===== src/rtl/grst_pkg.sv =====
package grst_pkg;

	localparam logic [3:0] ACT_CLAIM    = 4'd0;
	localparam logic [3:0] ACT_RECORD   = 4'd1;
	localparam logic [3:0] ACT_FIND     = 4'd2;
	localparam logic [3:0] ACT_READ     = 4'd3;
	localparam logic [3:0] ACT_SET_LOAD = 4'd4;
	localparam logic [3:0] ACT_SET_KEY  = 4'd5;
	localparam logic [3:0] ACT_SET_ADDR = 4'd6;
	localparam logic [3:0] ACT_ADVANCE  = 4'd7;
	localparam logic [3:0] ACT_CLEAR    = 4'd8;

	localparam logic [1:0] CFG_RAM_BASE  = 2'd0;
	localparam logic [1:0] CFG_RAM_LIMIT = 2'd1;

	localparam logic [23:0] RAM_LIMIT_RESET = 24'd1048576;
	localparam logic [25:0] PTR_MAX         = 26'h1FFFFFC;

	// Command held stable and broadcast to every cell while a token walks.
	typedef struct packed {
		logic [3:0]  action;
		logic        kind;
		logic [5:0]  slot;
		logic [31:0] key;
		logic [23:0] addr;
		logic        lval;
	} cmd_t;

	// Token handed from cell to cell, gathering the outcome of the action.
	typedef struct packed {
		logic        valid;
		logic        hit;
		logic [5:0]  idx;
		logic [23:0] addr;
	} tok_t;

	typedef struct packed {
		logic [5:0]  slot;
		logic        found;
		logic [23:0] addr;
		logic        ovf;
		logic [24:0] ptr;
	} res_t;

	typedef enum logic [1:0] {
		ST_IDLE,
		ST_WALK,
		ST_HOLD
	} state_t;

endpackage


===== src/rtl/grst_cell.sv =====
module grst_cell #(
	parameter int IDX        = 0,
	parameter int FONT_SLOTS = 8
) (
	input  logic           clk,
	input  logic           arst_n,
	input  grst_pkg::cmd_t cmd,
	input  grst_pkg::tok_t tok_in,
	output grst_pkg::tok_t tok_out
);

	logic           loaded_q;
	logic [31:0]    key_q;
	logic [23:0]    addr_q;
	grst_pkg::tok_t tok_q;

	logic           loaded_n;
	logic [31:0]    key_n;
	logic [23:0]    addr_n;
	grst_pkg::tok_t tok_n;
	logic           in_region;
	logic           slot_hit;

	// Font slots sit below FONT_SLOTS, image slots from FONT_SLOTS up.
	assign in_region = cmd.kind ? (IDX < FONT_SLOTS) : (IDX >= FONT_SLOTS);
	assign slot_hit  = ({1'b0, cmd.slot} == 7'(IDX));

	always_comb begin
		tok_n    = tok_in;
		loaded_n = loaded_q;
		key_n    = key_q;
		addr_n   = addr_q;
		if (tok_in.valid) begin
			unique case (cmd.action)
				grst_pkg::ACT_CLAIM: begin
					if (in_region && !tok_in.hit && !loaded_q) begin
						loaded_n  = 1'b1;
						tok_n.hit = 1'b1;
						tok_n.idx = 6'(IDX);
					end
				end
				grst_pkg::ACT_FIND: begin
					if (in_region && !tok_in.hit && (key_q == cmd.key)) begin
						tok_n.hit = 1'b1;
						tok_n.idx = 6'(IDX);
					end
				end
				grst_pkg::ACT_RECORD: begin
					if (slot_hit) begin
						loaded_n = 1'b1;
						key_n    = cmd.key;
						addr_n   = cmd.addr;
					end
				end
				grst_pkg::ACT_READ: begin
					if (slot_hit) begin
						tok_n.addr = addr_q;
					end
				end
				grst_pkg::ACT_SET_LOAD: begin
					if (slot_hit) begin
						loaded_n = cmd.lval;
					end
				end
				grst_pkg::ACT_SET_KEY: begin
					if (slot_hit) begin
						key_n = cmd.key;
					end
				end
				grst_pkg::ACT_SET_ADDR: begin
					if (slot_hit) begin
						addr_n = cmd.addr;
					end
				end
				grst_pkg::ACT_CLEAR: begin
					loaded_n = 1'b0;
					key_n    = '0;
					addr_n   = '0;
				end
				default: begin
				end
			endcase
		end
	end

	always_ff @(posedge clk or negedge arst_n) begin
		if (!arst_n) begin
			loaded_q <= 1'b0;
			key_q    <= '0;
			addr_q   <= '0;
			tok_q    <= '0;
		end else begin
			loaded_q <= loaded_n;
			key_q    <= key_n;
			addr_q   <= addr_n;
			tok_q    <= tok_n;
		end
	end

	assign tok_out = tok_q;

endmodule

===== config.mk =====
export PLATFORM = sky130hd
export DESIGN_NAME = grst_cell
export DESIGN_NICKNAME = d
export VERILOG_FILES = /design/src/rtl/grst_pkg.sv /design/src/rtl/grst_cell.sv
export SDC_FILE = /design/constraint.sdc
export NUM_CORES = 1
export LEC_CHECK = 0
export BUFFER_PORTS_ARGS = -buffer_cell sky130_fd_sc_hd__buf_2
export CAP_MARGIN = 20
export CELL_PAD_IN_SITES_DETAIL_PLACEMENT = 0
export CELL_PAD_IN_SITES_GLOBAL_PLACEMENT = 1
export CORE_UTILIZATION = 40
export CTS_CLUSTER_DIAMETER = 80
export DETAILED_ROUTE_END_ITERATION = 8
export PLACE_DENSITY = 0.83
export SLEW_MARGIN = 20
export SYNTH_ARGS = -nofsm -noshare
export SYNTH_HDL_FRONTEND = slang
export SYNTH_SLANG_ARGS = --single-unit

===== constraint.sdc =====
create_clock -name clk -period 3.1 [get_ports clk]
set_clock_uncertainty 0.2 [all_clocks]
set_input_delay 0.465 -clock clk [delete_from_list [all_inputs] [get_ports clk]]
set_output_delay 0.465 -clock clk [all_outputs]
set_load 0.01 [all_outputs]

==> metrics.cfg <==
[run_status]
outcome=finished, final reports clean

[min_path]
hold_path_class=in -> reg
min_delay_worst_endpoint=tok_out[31]
origin_of_the_worst_min_delay_path=tok_in[31]
hold-path-cell-count=1

[power]
leakage_power_of_the_design_nw=2.790
power_report.internal_total_mw=2.156
max-vdd-ir-drop_mv=0.2471
power_frac_comb=0.177
power.density_cell_area_mw_per_mm2=572.6
p_switching_mw=0.7979
clkPwrFrac=0.329
sequentialPowerShare=0.495
p_sw_frac=0.2701

[worst_setup_path]
timing.setup.critical_path_class=reg -> reg
crit_fanout=6
cp.arrival_ns=2.18
endpoint_type_of_the_worst_setup_path=register
crit_path_start_kind=register
ff2ff_path_depth=5
rrSetupSlack_ns=0.93
reg2reg_to=tok_out[25]
crit_required_ns=3.12
rr_startpoint=key_q[8]

[synthesis]
syn-instance-count=430
synthFlopType=dfrtp_1
synth.distinct_cells=34
synth_largest_area_cell=dfrtp_1
ys_seq_elements=89
number_of_enable_flip_flop_cells_after_synthesis=0
syn_avg_cell_area_um2=9.716
mappedNetlistNets=532
yosys-top-cells-area=dfrtp_1 53%, xor2_1 6.3%, o21ai_0 6.2%
yosys_warnings=0
post_synth_instance_area_mm2=0.004178
seq_area_frac_synth=0.5331
fraction_of_synthesis_flops_using_an_asynchronous_set_or_reset_pin=1.000
synth_largest_type_area_fraction=0.5331

[clocking]
clk-insertion-delay-late_ns=0.35
cts_inserted_buffers=9
cts.sinks=89
postCtsResizedCells=0
number_of_setup_buffers_added_after_cts=0
cts_root_buf=clkbuf_8
cts-htree-levels=3
clk_pin_slew_ns=0.09
tritoncts_clock_tree=done
clockBufferDepth=2

[placement]
place_congestion=0.7517
place.detailed.instances=679
port_buffers=133
dp_hpwl_mm=6.430

[detailed_routing]
route.detailed.wl_per_inst_um=12.63
initialDrtViolationCount=131
number_of_vias_per_cell_after_detailed_routing=4.714
postRouteWirelength_mm=8.791
dr_total_vias=3281
drc_errors=0
route.antenna.remaining_nets=0
drt_pass1_iterations=6

[timing]
period_needed_ns=2.165
timing.slew.headroom=0.6339
clock.fmax_mhz=461.8
min_period_over_period=0.6985
setup_viol=0
rsz0062_at_grt=no
worst_pin_slew_ns=0.5446
timing.setup.tns_ns=0
report.final.slew_viol_count=0
timing.final.hold_violations=0

[floorplanning]
row_count=36
die_area_mm2=0.01086
die_width_um=104.2
initial_utilization=0.4197
core-area_mm2=0.009955
die_h_um=104.2
top_level_ports=134

[global_routing]
number_of_global_route_vias_before_repair=3245
globalRouteOverflowTotal=0
grt_antenna_before_repair=0
total_routing_usage_reported_by_global_routing=0.1729
grt_start_max_net_pins=65
grt_pass1_wl_mm=15.03

[cells_and_area]
nNetsFinal=660
num_antenna_cells=0
post_route_cells_drive_above_1_share=0.2842
final-instance-count-excl-fill=696
leading_cell_type_in_the_layout_fill_and_taps_excluded=buf_2
area_growth_syn_to_layout_pct=23.48
most-common-layout-cells=132 x buf_2, 89 x dfrtp_1, 57 x inv_1, 57 x nand2_1, 52 x o21ai_0

[flow_run]
timing.max_cap.violations=0

-- flip-flops by register name (all words and copies together) (netlist names) --
register  flops
key_q        32
tok_out      32
addr_q       24
loaded_q      1
-- stage by stage --
step / utilization / cell area (um2) / hold WS, ns / total power, mW / setup WS, ns
CTS: 0.5182 / 5159 / 0.03707 / 3.005 / 0.8184
global placement: 0.4920 / 4897 / 0.2946 / 1.986 / 0.6966
global route: 0.5182 / 5159 / 0.03446 / 3.146 / 0.6986
floorplan: - / 4178 / -0.03059 / 1.803 / 1.177
detailed placement: 0.4920 / 4897 / 0.2977 / 2.013 / 0.6022
finish: 0.5182 / 5159 / 0.06105 / 2.954 / 0.9347
-- power groups by stage --
stage / clock network [mW] / logic [mW] / registers, mW
2_1_floorplan: 0 / 0.325 / 1.48
3_3_place_gp: 0 / 0.510 / 1.48
3_5_place_dp: 0 / 0.526 / 1.49
4_1_cts: 1.01 / 0.531 / 1.46
5_1_grt: 1.05 / 0.609 / 1.49
6_report: 0.971 / 0.521 / 1.46
-- cell type report --
type                       instances  area, um2
fill                             971       4796
multi-input combinational        262       1572
tap                              133      166.4
timing repair buffer             139      728.2
sequential                        89       2227
inverter                          57      214.0
clock inverter                     6      113.9
clock buffer                      10      137.6
-- worst max-delay path, cell delays in order, from the launching register on --
cell     delay (ns)
dfrtp_1        0.39
xor2_1         0.14
nor4_1         0.43
nand4_1        0.23
nor4_2         0.53
nor2_1         0.11
-- worst max path at each step --
stage	startpoint	end	slack, ns	cells past startpoint
4_1_cts	key_q[8]	tok_out[25]	0.82	5
2_1_floorplan	cmd[64]	tok_out[24]	1.18	6
3_3_place_gp	cmd[33]	tok_out[27]	0.70	6
3_5_place_dp	cmd[33]	tok_out[25]	0.60	6
6_report	key_q[8]	tok_out[25]	0.93	5
5_1_grt	key_q[8]	tok_out[25]	0.70	5
-- synthesized netlist by cell type (all sizes together), types with 2 or more instances --
cell and instances:
inv 57, nand2 58, dfrtp 89, mux2i 24, nor2 15, xnor2 4
nand2b 2, nand4 3, nor3b 4, nor4 14, xor2 30, buf 10
clkbuf 11, and3 3, o21ai 60, nand3 36
-- timing repair --
action / CTS / global route
hold endpoints to repair: 44 / 0
endpoints found under the setup margin: 0 / 0
hold buffers: 1 / 0
-- metal layers --
layer | part of all wire | GRT usage
met3 | 0.057 | 0.04887
met2 | 0.47 | 0.2895
met4 | 0.0088 | 0.04796
met1 | 0.46 | 0.2183
met5 | 0 | 0
-- cells by family after synthesis --
group | share of synthesized area
simple gates | 0.1629
flops | 0.5331
buf+inv | 0.09254
compound gates | 0.07996
xor+xnor | 0.07128
mux | 0.06020
No activity file was read; power rests on OpenSTA's default activity.
